$ cat config.mk
export PLATFORM = sky130hd
export DESIGN_NAME = dashed_line_rasterizer_top_flat
export DESIGN_NICKNAME = d
export VERILOG_FILES = /design/src/rtl/dlr_pkg.sv /design/src/rtl/dlr_if.sv /design/src/rtl/dlr_walker.sv /design/src/rtl/dlr_addr.sv /design/src/rtl/dashed_line_rasterizer_top.sv /design/src/flat_wrapper.sv
export SDC_FILE = /design/constraint.sdc
export NUM_CORES = 1
export LEC_CHECK = 0
export ABC_AREA = 1
export BUFFER_PORTS_ARGS = -buffer_cell sky130_fd_sc_hd__buf_2
export CORE_MARGIN = 3
export CORE_UTILIZATION = 40
export DETAILED_ROUTE_END_ITERATION = 6
export PLACE_DENSITY = 0.58
export SLEW_MARGIN = 20
export SYNTH_ARGS = -nofsm -noshare
export SYNTH_HDL_FRONTEND = slang
export SYNTH_SLANG_ARGS = --single-unit
$ cat constraint.sdc
create_clock -name clk -period 6.4 [get_ports clk]
set_input_delay 0.64 -clock clk [delete_from_list [all_inputs] [get_ports clk]]
set_output_delay 0.64 -clock clk [all_outputs]
set_load 0.02 [all_outputs]
$ cat src/rtl/dlr_pkg.sv
// ----------------------------------------------------------------------------
// Dashed line rasterizer package
// Shared widths, codes, flag struct and the modulo-3 helper.
// ----------------------------------------------------------------------------
package dlr_pkg;

  // Default coordinate width.
  localparam int COORD_BITS_DEF = 12;

  // Configuration register and result address widths.
  localparam int REG_W  = 13;
  localparam int ADDR_W = 24;

  // Configuration register reset values.
  localparam logic [REG_W-1:0] WIDTH_RESET  = 13'd640;
  localparam logic [REG_W-1:0] HEIGHT_RESET = 13'd480;

  // Request opcodes.
  localparam logic OP_LOAD = 1'b0;
  localparam logic OP_STEP = 1'b1;

  // Configuration register indexes.
  localparam logic REG_SURFACE_WIDTH  = 1'b0;
  localparam logic REG_SURFACE_HEIGHT = 1'b1;

  // Dash pattern: period of three points, the plotted phase is the last one.
  localparam int         DASH_PERIOD = 3;
  localparam logic [1:0] PHASE_PLOT  = 2'd2;

  // Flags that travel with a point from the walker to the address stage.
  typedef struct packed {
    logic valid;
    logic dash_hit;
    logic last;
  } dlr_pt_flags_t;

  // Remainder by three: base-4 digits sum to the same residue, then fold twice.
  function automatic logic [1:0] mod3_16(input logic [15:0] v);
    logic [4:0] s;
    logic [3:0] s2;
    logic [2:0] s3;
    s = '0;
    for (int i = 0; i < 8; i++) begin
      s = s + 5'(v[2*i +: 2]);
    end
    s2 = 4'(s[4:2]) + 4'(s[1:0]);
    s3 = 3'(s2[3:2]) + 3'(s2[1:0]);
    return (s3 >= 3'(DASH_PERIOD)) ? 2'(s3 - 3'(DASH_PERIOD)) : s3[1:0];
  endfunction

endpackage

$ cat src/rtl/dlr_if.sv
// ----------------------------------------------------------------------------
// Dashed line rasterizer channels
// Command channel (load or step) and pixel result channel.
// ----------------------------------------------------------------------------
interface dlr_cmd_if
  import dlr_pkg::*;
#(
  parameter int CoordBits = COORD_BITS_DEF
) ();
  logic                 valid;
  logic                 ready;
  logic                 opcode;
  logic [CoordBits-1:0] x_start;
  logic [CoordBits-1:0] y_start;
  logic [CoordBits-1:0] x_end;
  logic [CoordBits-1:0] y_end;

  modport source (output valid, opcode, x_start, y_start, x_end, y_end, input ready);
  modport sink   (input valid, opcode, x_start, y_start, x_end, y_end, output ready);
endinterface

interface dlr_pix_if
  import dlr_pkg::*;
();
  logic              valid;
  logic              ready;
  logic [ADDR_W-1:0] pixel_address;
  logic              plot;
  logic              last_point;

  modport source (output valid, pixel_address, plot, last_point, input ready);
  modport sink   (input valid, pixel_address, plot, last_point, output ready);
endinterface

$ cat src/rtl/dlr_walker.sv
// ----------------------------------------------------------------------------
// Dashed line rasterizer walker
// Holds the Bresenham state and dash phase, emits one point per step request.
// ----------------------------------------------------------------------------
module dlr_walker
  import dlr_pkg::*;
#(
  parameter int CoordBits = COORD_BITS_DEF
) (
  input  logic                 clk,
  input  logic                 rst,
  input  logic                 en,
  input  logic                 take,
  input  logic                 opcode,
  input  logic [CoordBits-1:0] x_start,
  input  logic [CoordBits-1:0] y_start,
  input  logic [CoordBits-1:0] x_end,
  input  logic [CoordBits-1:0] y_end,
  output logic [CoordBits-1:0] pt_x,
  output logic [CoordBits-1:0] pt_y,
  output dlr_pt_flags_t        pt_flags
);

  localparam int ErrW = CoordBits + 2;

  logic [CoordBits-1:0] cur_x, cur_y, goal_x, goal_y, abs_dx, abs_dy;
  logic                 dir_x_negative, dir_y_negative;
  logic signed [ErrW-1:0] error_term;
  logic [1:0]           dash_phase;
  logic                 active;

  logic [CoordBits-1:0]   load_dx, load_dy;
  logic signed [ErrW-1:0] load_err;
  logic [1:0]             load_phase;
  logic signed [ErrW-1:0] dx_s, dy_s;
  logic [1:0]             phase_next;
  logic                   at_end, move_x, move_y;
  logic signed [ErrW-1:0] err_next;
  logic [CoordBits-1:0]   x_next, y_next;

  // Line setup from the endpoints.
  always_comb begin
    load_dx    = (x_end >= x_start) ? x_end - x_start : x_start - x_end;
    load_dy    = (y_end >= y_start) ? y_end - y_start : y_start - y_end;
    load_err   = (load_dx > load_dy) ? signed'(ErrW'(load_dx >> 1))
                                     : -signed'(ErrW'(load_dy >> 1));
    load_phase = mod3_16(16'(y_end));
  end

  // One Bresenham step and the dash phase advance.
  always_comb begin
    dx_s       = signed'(ErrW'(abs_dx));
    dy_s       = signed'(ErrW'(abs_dy));
    phase_next = (dash_phase == 2'(DASH_PERIOD - 1)) ? 2'd0 : dash_phase + 2'd1;
    at_end     = (cur_x == goal_x) && (cur_y == goal_y);
    move_x     = error_term > -dx_s;
    move_y     = error_term < dy_s;
    err_next   = error_term - (move_x ? dy_s : '0) + (move_y ? dx_s : '0);
    x_next     = dir_x_negative ? cur_x - CoordBits'(1) : cur_x + CoordBits'(1);
    y_next     = dir_y_negative ? cur_y - CoordBits'(1) : cur_y + CoordBits'(1);
  end

  // Walker state and the point register.
  always_ff @(posedge clk) begin
    if (rst) begin
      active         <= 1'b0;
      dash_phase     <= 2'd0;
      pt_flags.valid <= 1'b0;
    end else if (en) begin
      // Only a step request produces a point.
      pt_flags.valid <= take && (opcode == OP_STEP);
      if (take) begin
        if (opcode == OP_LOAD) begin
          cur_x          <= x_start;
          cur_y          <= y_start;
          goal_x         <= x_end;
          goal_y         <= y_end;
          abs_dx         <= load_dx;
          abs_dy         <= load_dy;
          dir_x_negative <= !(x_start < x_end);
          dir_y_negative <= !(y_start < y_end);
          error_term     <= load_err;
          dash_phase     <= load_phase;
          active         <= 1'b1;
        end else if (!active) begin
          // Idle step reports the origin, never plotted, flagged last.
          pt_flags.dash_hit <= 1'b0;
          pt_flags.last     <= 1'b1;
          pt_x              <= '0;
          pt_y              <= '0;
        end else begin
          pt_flags.dash_hit <= (phase_next == PHASE_PLOT);
          pt_flags.last     <= at_end;
          pt_x              <= cur_x;
          pt_y              <= cur_y;
          dash_phase        <= phase_next;
          if (at_end) begin
            active <= 1'b0;
          end else begin
            error_term <= err_next;
            if (move_x) begin
              cur_x <= x_next;
            end
            if (move_y) begin
              cur_y <= y_next;
            end
          end
        end
      end
    end
  end

endmodule

$ cat src/rtl/dlr_addr.sv
// ----------------------------------------------------------------------------
// Dashed line rasterizer address stage
// Forms y*width+x and the surface size, then the bound test and result register.
// ----------------------------------------------------------------------------
module dlr_addr
  import dlr_pkg::*;
#(
  parameter int CoordBits = COORD_BITS_DEF
) (
  input  logic                 clk,
  input  logic                 rst,
  input  logic                 en,
  input  logic [CoordBits-1:0] pt_x,
  input  logic [CoordBits-1:0] pt_y,
  input  dlr_pt_flags_t        pt_flags,
  input  logic [REG_W-1:0]     surface_width,
  input  logic [REG_W-1:0]     surface_height,
  output logic                 valid,
  output logic [ADDR_W-1:0]    pixel_address,
  output logic                 plot,
  output logic                 last_point
);

  localparam int FullW = CoordBits + REG_W + 1;
  localparam int LimW  = 2 * REG_W;
  localparam int CmpW  = (FullW > LimW) ? FullW : LimW;
  localparam int ExtW  = (FullW > ADDR_W) ? FullW : ADDR_W;

  logic [FullW-1:0] addr_full;
  logic [LimW-1:0]  limit;
  dlr_pt_flags_t    mid_flags;

  logic             in_bounds;
  logic [ExtW-1:0]  addr_ext;

  // Product stage: address and surface size in parallel multipliers.
  always_ff @(posedge clk) begin
    if (rst) begin
      mid_flags.valid <= 1'b0;
    end else if (en) begin
      mid_flags <= pt_flags;
      addr_full <= FullW'(pt_y) * FullW'(surface_width) + FullW'(pt_x);
      limit     <= LimW'(surface_width) * LimW'(surface_height);
    end
  end

  // Bound test on the full address; the result carries the low bits.
  always_comb begin
    in_bounds = CmpW'(addr_full) < CmpW'(limit);
    addr_ext  = ExtW'(addr_full);
  end

  // Result register.
  always_ff @(posedge clk) begin
    if (rst) begin
      valid <= 1'b0;
    end else if (en) begin
      valid         <= mid_flags.valid;
      pixel_address <= addr_ext[ADDR_W-1:0];
      plot          <= mid_flags.dash_hit & in_bounds;
      last_point    <= mid_flags.last;
    end
  end

endmodule

$ cat src/rtl/dashed_line_rasterizer_top.sv
// ----------------------------------------------------------------------------
// Dashed line rasterizer top level
// Bresenham walker with a one-in-three dash, giving linear pixel addresses.
//
//   channel | role   | carries
//   --------+--------+-------------------------------------------------
//   cmd     | sink   | opcode, x_start, y_start, x_end, y_end
//   pix     | source | pixel_address, plot, last_point (one per step)
//   cfg_*   | write  | surface_width (index 0), surface_height (index 1)
//
// One request is taken every cycle while the pipe advances; a step result
// passes the walker register, multiplier register and result register.
// The three stages advance together whenever the result register is empty
// or being taken, so a stalled result holds the whole pipe and cmd.ready.
// Synchronous reset clears the walker's active flag, all stage valids and
// restores width 640 and height 480.
// ----------------------------------------------------------------------------
module dashed_line_rasterizer_top
  import dlr_pkg::*;
#(
  parameter int COORD_BITS = COORD_BITS_DEF
) (
  input  logic             clk,
  input  logic             rst,
  input  logic             cfg_we,
  input  logic             cfg_index,
  input  logic [REG_W-1:0] cfg_data,
  dlr_cmd_if.sink          cmd,
  dlr_pix_if.source        pix
);

  logic [REG_W-1:0]      surface_width, surface_height;
  logic                  en, take;
  logic [COORD_BITS-1:0] pt_x, pt_y;
  dlr_pt_flags_t         pt_flags;

  // Configuration registers.
  always_ff @(posedge clk) begin
    if (rst) begin
      surface_width  <= WIDTH_RESET;
      surface_height <= HEIGHT_RESET;
    end else if (cfg_we) begin
      unique case (cfg_index)
        REG_SURFACE_WIDTH:  surface_width  <= cfg_data;
        REG_SURFACE_HEIGHT: surface_height <= cfg_data;
        default:            surface_width  <= surface_width;
      endcase
    end
  end

  // Pipeline advance and request acceptance.
  assign en        = !pix.valid || pix.ready;
  assign cmd.ready = en;
  assign take      = cmd.valid && en;

  dlr_walker #(
    .CoordBits (COORD_BITS)
  ) u_walker (
    .clk      (clk),
    .rst      (rst),
    .en       (en),
    .take     (take),
    .opcode   (cmd.opcode),
    .x_start  (cmd.x_start),
    .y_start  (cmd.y_start),
    .x_end    (cmd.x_end),
    .y_end    (cmd.y_end),
    .pt_x     (pt_x),
    .pt_y     (pt_y),
    .pt_flags (pt_flags)
  );

  dlr_addr #(
    .CoordBits (COORD_BITS)
  ) u_addr (
    .clk            (clk),
    .rst            (rst),
    .en             (en),
    .pt_x           (pt_x),
    .pt_y           (pt_y),
    .pt_flags       (pt_flags),
    .surface_width  (surface_width),
    .surface_height (surface_height),
    .valid          (pix.valid),
    .pixel_address  (pix.pixel_address),
    .plot           (pix.plot),
    .last_point     (pix.last_point)
  );

endmodule

$ cat src/flat_wrapper.sv
// flat-port wrapper written by rule: the top's interface ports become plain ports
module dashed_line_rasterizer_top_flat import dlr_pkg::*;
#(
  parameter int COORD_BITS = COORD_BITS_DEF
)
  (clk, rst, cfg_we, cfg_index, cfg_data, cmd_valid, cmd_opcode, cmd_x_start, cmd_y_start, cmd_x_end, cmd_y_end, cmd_ready, pix_valid, pix_pixel_address, pix_plot, pix_last_point, pix_ready);
  dlr_cmd_if #(.CoordBits((COORD_BITS_DEF))) cmd_i ();
  dlr_pix_if pix_i ();
  input  logic clk;
  input  logic rst;
  input  logic cfg_we;
  input  logic cfg_index;
  input  logic [REG_W-1:0] cfg_data;
  input wire logic [$bits(cmd_i.valid)-1:0] cmd_valid;
  input wire logic [$bits(cmd_i.opcode)-1:0] cmd_opcode;
  input wire logic [$bits(cmd_i.x_start)-1:0] cmd_x_start;
  input wire logic [$bits(cmd_i.y_start)-1:0] cmd_y_start;
  input wire logic [$bits(cmd_i.x_end)-1:0] cmd_x_end;
  input wire logic [$bits(cmd_i.y_end)-1:0] cmd_y_end;
  output wire logic [$bits(cmd_i.ready)-1:0] cmd_ready;
  output wire logic [$bits(pix_i.valid)-1:0] pix_valid;
  output wire logic [$bits(pix_i.pixel_address)-1:0] pix_pixel_address;
  output wire logic [$bits(pix_i.plot)-1:0] pix_plot;
  output wire logic [$bits(pix_i.last_point)-1:0] pix_last_point;
  input wire logic [$bits(pix_i.ready)-1:0] pix_ready;
  assign cmd_i.valid = cmd_valid;
  assign cmd_i.opcode = cmd_opcode;
  assign cmd_i.x_start = cmd_x_start;
  assign cmd_i.y_start = cmd_y_start;
  assign cmd_i.x_end = cmd_x_end;
  assign cmd_i.y_end = cmd_y_end;
  assign cmd_ready = cmd_i.ready;
  assign pix_valid = pix_i.valid;
  assign pix_pixel_address = pix_i.pixel_address;
  assign pix_plot = pix_i.plot;
  assign pix_last_point = pix_i.last_point;
  assign pix_i.ready = pix_ready;
  dashed_line_rasterizer_top #(.COORD_BITS(COORD_BITS)) u_core (.clk(clk), .rst(rst), .cfg_we(cfg_we), .cfg_index(cfg_index), .cfg_data(cfg_data), .cmd(cmd_i), .pix(pix_i));
endmodule
-- After elaboration in Yosys (flattened, before gate mapping)
Cells that the tools add are included.
W data, S select, Z words.
- bits of input ports: 68
- word-level logic and storage cells: 114
- register bits after elaboration: 226
- output and inout port bits: 28
- eq/ne operators: 8
- add/subtract/negate cells: 22
- magnitude comparators: 9
- bitwise operators: 4
- muxes and demuxes: 25
- reductions and logical operators: 17
- multipliers: 2
- operators with widths (cell ; number):
    $mux W12 ; 14
    $mux W14 ; 4
    $sub A12 B12 Y12 ; 4
    $add A25 B12 Y26 ; 1
    $lt A26 B26 Y1 ; 1
    $mul A13 B13 Y26 ; 1
    $mul A12 B13 Y25 ; 1
    $add A12 B1 Y12 const B ; 2
    $eq A12 B12 Y1 ; 2
    $ge A12 B12 Y1 ; 2
    $lt A12 B12 Y1 ; 2
    $sub A12 B1 Y12 const B ; 2
    $add A14 B12 Y14 ; 1
    $gt A14 B14 Y1 ; 1
    $lt A14 B13 Y1 ; 1
    $neg A11 Y14 ; 1
    $neg A12 Y14 ; 1
    $sub A14 B12 Y14 ; 1
    $gt A12 B12 Y1 ; 1
    $reduce_and A6 Y1 ; 2
    $add A5 B2 Y5 ; 2
    $add A3 B2 Y4 ; 2
    $mux W2 ; 4
    $reduce_and A2 Y1 ; 4
    other kinds (17) ; 30

-- Longest topological paths before layout
- word-level depth: 10
- depth in mapped cells: 28
- mapped depth without buffers: 27

-- Cells and area by module
Synthesis repeated with hierarchy kept, for this count alone.
- cells, all modules: 3682
- area total of the unflattened synthesis: 28065.7 um^2
- modules (own cells, without submodules) (module ; cells each ; times used ; area an instance (um^2) ; seq. area each (um^2)):
    dlr_addr ; 2068 ; 1 ; 15755.1 ; 2442.3
    dlr_walker ; 1470 ; 1 ; 11270.8 ; 3503.4
    dashed_line_rasterizer_top ; 144 ; 1 ; 1039.7 ; 520.5

-- Worst setup path before layout
Ideal clock, no wire load.
- path type: input to register
- start point: input cmd_y_end[1]
- end point: register u_core.u_walker.dash_phase[0]
- setup time: 0.095 ns
- stages on the path: 20
- data required time: 6.305 ns
- buffers on the path: 0
- slack: 1.216 ns
- arrival: 5.089 ns
- path through: inv_1 > fa_1 > inv_1 > fa_1 > inv_1 > fa_1 > fa_1 > xnor2_1 > ha_1 > fa_1 > xor2_1 > ha_1 > inv_1 > fa_1 > inv_1 > ha_1 > nor2_1 > xnor2_1 > nand2_1 > a221oi_1
- cells in the longest elaborated chain, start to end: 10
- elaborated cells on any way between the ends: 11
- those cells by class: 8 x add/sub; 1 x order compare; 2 x mux
- RTL lines (what ; line ; text):
    start: declaration ; flat_wrapper.sv:19 ; input wire logic [$bits(cmd_i.y_end)-1:0] cmd_y_end;
    $add A2 B2 Y3 (*) ; dlr_pkg.sv:44 ; s = s + 5'(v[2*i +: 2]);
    $add A3 B2 Y4 (*) ; dlr_pkg.sv:44 ;
    $add A4 B2 Y5 (*) ; dlr_pkg.sv:44 ;
    $add A5 B2 Y5 (*) (2 in a row) ; dlr_pkg.sv:44 ;
    $add A3 B2 Y4 (*) ; dlr_pkg.sv:46 ; s2 = 4'(s[4:2]) + 4'(s[1:0]);
    $add A2 B2 Y3 (*) ; dlr_pkg.sv:47 ; s3 = 3'(s2[3:2]) + 3'(s2[1:0]);
    $ge A3 B2 Y1 / $sub A2 B2 Y2 (equally long branches) ; dlr_pkg.sv:48 ; return (s3 >= 3'(DASH_PERIOD)) ? 2'(s3 - 3'(DASH_PERIOD)) : s3[1:0];
    $mux W2 (*) ; dlr_pkg.sv:48 ;
    $mux W2 (*) ; dlr_walker.sv:73 ; if (opcode == OP_LOAD) begin
    end signal: assignment ; dlr_walker.sv:83 ; dash_phase <= load_phase;
    end signal: assignment ; dlr_walker.sv:96 ; dash_phase <= phase_next;
    end: declaration ; dlr_walker.sv:29 ; logic [1:0] dash_phase;
Every way passes the cells marked *; elsewhere a longest branch is shown, timed or not.
A chain may end at the register's enable or synchronous reset.

-- Worst setup path in the final report
- start point: register u_core.surface_width[7]
- end point: register u_core.u_addr.limit[21] (data pin)
- cells in the longest elaborated chain, start to end: 1
- RTL lines (what ; line ; text):
    start: declaration ; dashed_line_rasterizer_top.sv:32 ; logic [REG_W-1:0] surface_width, surface_height;
    start signal: assignment ; dashed_line_rasterizer_top.sv:44 ; REG_SURFACE_WIDTH: surface_width <= cfg_data;
    start signal: assignment ; dashed_line_rasterizer_top.sv:46 ; default: surface_width <= surface_width;
    $mul A13 B13 Y26 ; dlr_addr.sv:43 ; limit <= LimW'(surface_width) * LimW'(surface_height);
    end signal: assignment ; dlr_addr.sv:43 ;
    end: declaration ; dlr_addr.sv:30 ; logic [LimW-1:0] limit;
No other way between the ends.

==> results.json <==
{
  "synth_area_leaders": "edfxtp_1 (22%), fa_1 (20%), ha_1 (14%)",
  "start_util": 0.407,
  "yosysMostFrequentCell": "nand2_1",
  "crit_path_max_fanout": 20,
  "core_area_um2": 64900,
  "status": "complete, no violations",
  "tightest_slew_ps": 1010,
  "cts_setup_buffers": 0,
  "worstPathArrival_ps": 5960,
  "max_clock_freq_mhz": 177,
  "drt_pass1_iterations": 6,
  "die_h_um": 263,
  "wl_per_cell_um": 15.7,
  "setup_violations": 0,
  "cts-root-buf": "clkbuf_16",
  "path_cells": "nand2_1 -> fa_1 -> inv_1 -> fa_1 -> fa_1 -> inv_1 -> fa_1 -> fa_1 -> inv_1 -> ha_1 -> a21oi_1 -> o21ai_0 -> a21oi_1 -> o21ai_0 -> nand3_1 -> nand2_1 -> nand4_1 -> nand2_1 -> xor2_1",
  "fin_crit_ps": 5650,
  "synthTopCellsByCount": "nand2_1 (753), inv_1 (751), ha_1 (300), fa_1 (270), edfxtp_1 (194)",
  "p_leak_nw": 15.5,
  "syn_area_um2": 26400,
  "synth-edff-count": 194,
  "stdcell_area_um2": 28800,
  "netlist-cell-type-count": 52,
  "skew_ps": 26.3,
  "synth_ff_type": "edfxtp_1",
  "routed_wl_um": 65100,
  "track_usage": 0.189,
  "ios": 96,
  "dp_slack_ps": 771,
  "worst-path-buf-inv": 3,
  "drt_iter0_markers": 1355,
  "worstHoldPathType": "in2reg",
  "power_mw": 8.13,
  "maxCapViolCount": 0,
  "slowest_stage": "dfxtp_1",
  "overflow": 0,
  "crit_family": "adder cells",
  "grt_pass1_wl_um": 106000,
  "dpl_cell_area_um2": 27800,
  "die_x_um": 263,
  "worstSetupPathType": "reg2reg",
  "async_flop_share": 0,
  "ant_nets": 0,
  "clk_latency_ps": 590,
  "synth_top_cell_by_area": "edfxtp_1",
  "utilization": 0.444,
  "crit_required_ps": 6710,
  "clkTransAtPathRegs_ps": 60,
  "rsz0062_at_grt": "false",
  "antenna_cells": 0,
  "setup.worst_path.start_class": "flop",
  "drc": 0,
  "yosys_warnings": 0,
  "clkSinkCount": 226,
  "synth_top_cell_area_share": 0.220,
  "syn_nets": 3836,
  "cp_common_cell": "fa_1",
  "ys_seq_area_frac": 0.245,
  "antenna_found_initial": 0,
  "dieArea_um2": 69200,
  "cts_max_level": 1,
  "gp_congestion": 0.884,
  "drive_gt1_frac": 0.0688,
  "vias_per_cell": 4.84,
  "synth_seq_cells": 226,
  "syn2layout_area_growth_pct": 9.01,
  "power_density_nw_per_um2": 282,
  "rows": 93,
  "dp_hpwl_um": 53000,
  "grt_pass1_vias": 20100,
  "fin_setup_tns_ps": 0,
  "fin_crit_sh": 0.883,
  "end_kind": "flop",
  "finalHoldViolCount": 0,
  "synth.avg_cell_area_um2": 8.26,
  "fill_cells": 6527,
  "slowest_delay_ps": 980,
  "port_buffers": 95,
  "grt_max_degree": 61,
  "holdBufCountCts": 0,
  "postCtsResizedCells": 0,
  "cts.path.max_buffers": 3,
  "numCtsBuffers": 29,
  "fin_ws_ps": 752,
  "cts_tree": "done",
  "nets": 3898,
  "num_vias": 20000,
  "ir_drop_mv": 0.247,
  "maxSlewHeadroom": 0.324,
  "slew_violations": 0,
  "postSynthCellCount": 3198
}
-- final timing paths --
path	from	end	slack [ps]	depth (start not counted)
max	u_core.surface_width[7]	u_core.u_addr.limit[21]	750	19
min	cmd_y_end[3]	u_core.u_walker.goal_y[3]	260	1
max reg2reg	u_core.surface_width[7]	u_core.u_addr.limit[21]	750	19
min reg2reg	u_core.u_walker.pt_flags[0]	u_core.u_addr.mid_flags[0]	420	0
-- sequential cells by signal, summed over array words and instances (netlist names), 13 cells and up --
| name | cells |
|---|---|
| u_core.u_addr.addr_ext | 26 |
| u_core.u_addr.limit | 26 |
| u_core.u_addr.pixel_address | 24 |
| u_core.u_walker.error_term | 14 |
| u_core.surface_height | 13 |
| u_core.surface_width | 13 |
-- metal layers --
layer  vias to the layer above  part of all wire  wire length [µm]  GRT usage
met5                         -                 0                 0          0
met4                         0             0.020              1290     0.0414
met3                        68             0.051              3320     0.0233
met2                       463              0.46             30200      0.315
met1                      9502              0.47             30300      0.264
li1                      10000                 -                 -          -
-- layout make-up --
class,count,area (µm²),area share
multi-input cells,2120,16700,0.582
flip-flops and latches,226,6470,0.225
clock buffers,38,825,0.0286
well taps,855,1070,0.0371
inverters,760,2850,0.0991
repair buffers,123,698,0.0242
clock inverters,16,141,0.00491
-- kinds of logic (layout without fill, tap and decap cells) --
logic type               count (synthesis)  after routing  synth area share
AO/OA/AOI/OAI                          342            342            0.0738
XOR/XNOR                               121            121            0.0401
adder cells (fa/ha/maj)                570            570             0.347
buffers and inverters                  852            937             0.122
flip-flops                             226            226             0.245
AND/OR/NAND/NOR                       1087           1087             0.173
-- per-stage QoR --
step | std cells | hold WS [ps]
floorplan | 3198 | 400
CTS | 4138 | 236
global placement | 4084 | 403
detailed placement | 4084 | 409
finish | 4138 | 263
global route | 4138 | 244
-- cell usage in the layout (no fill, tap or decap), types with 17 or more instances in the layout --
master / Yosys / layout
nand2_1: 753 / 753
a21oi_1: 146 / 146
nand4_1: 31 / 31
clkbuf_16: 0 / 31
nor2_1: 147 / 144
a21o_1: 17 / 17
ha_1: 300 / 300
nand3_1: 91 / 91
inv_1: 751 / 751
o21ai_0: 104 / 104
xnor2_1: 40 / 40
buf_4: 2 / 27
edfxtp_1: 194 / 194
dfxtp_1: 32 / 32
xor2_1: 81 / 81
buf_2: 2 / 95
fa_1: 270 / 270
-- where the power goes --
group          internal (mW)  total (mW)  switching [mW]
clock network          0.986        1.66           0.676
logic                   1.64        4.30            2.66
registers               1.99        2.17           0.176
Power figures use the tool's default switching activity.
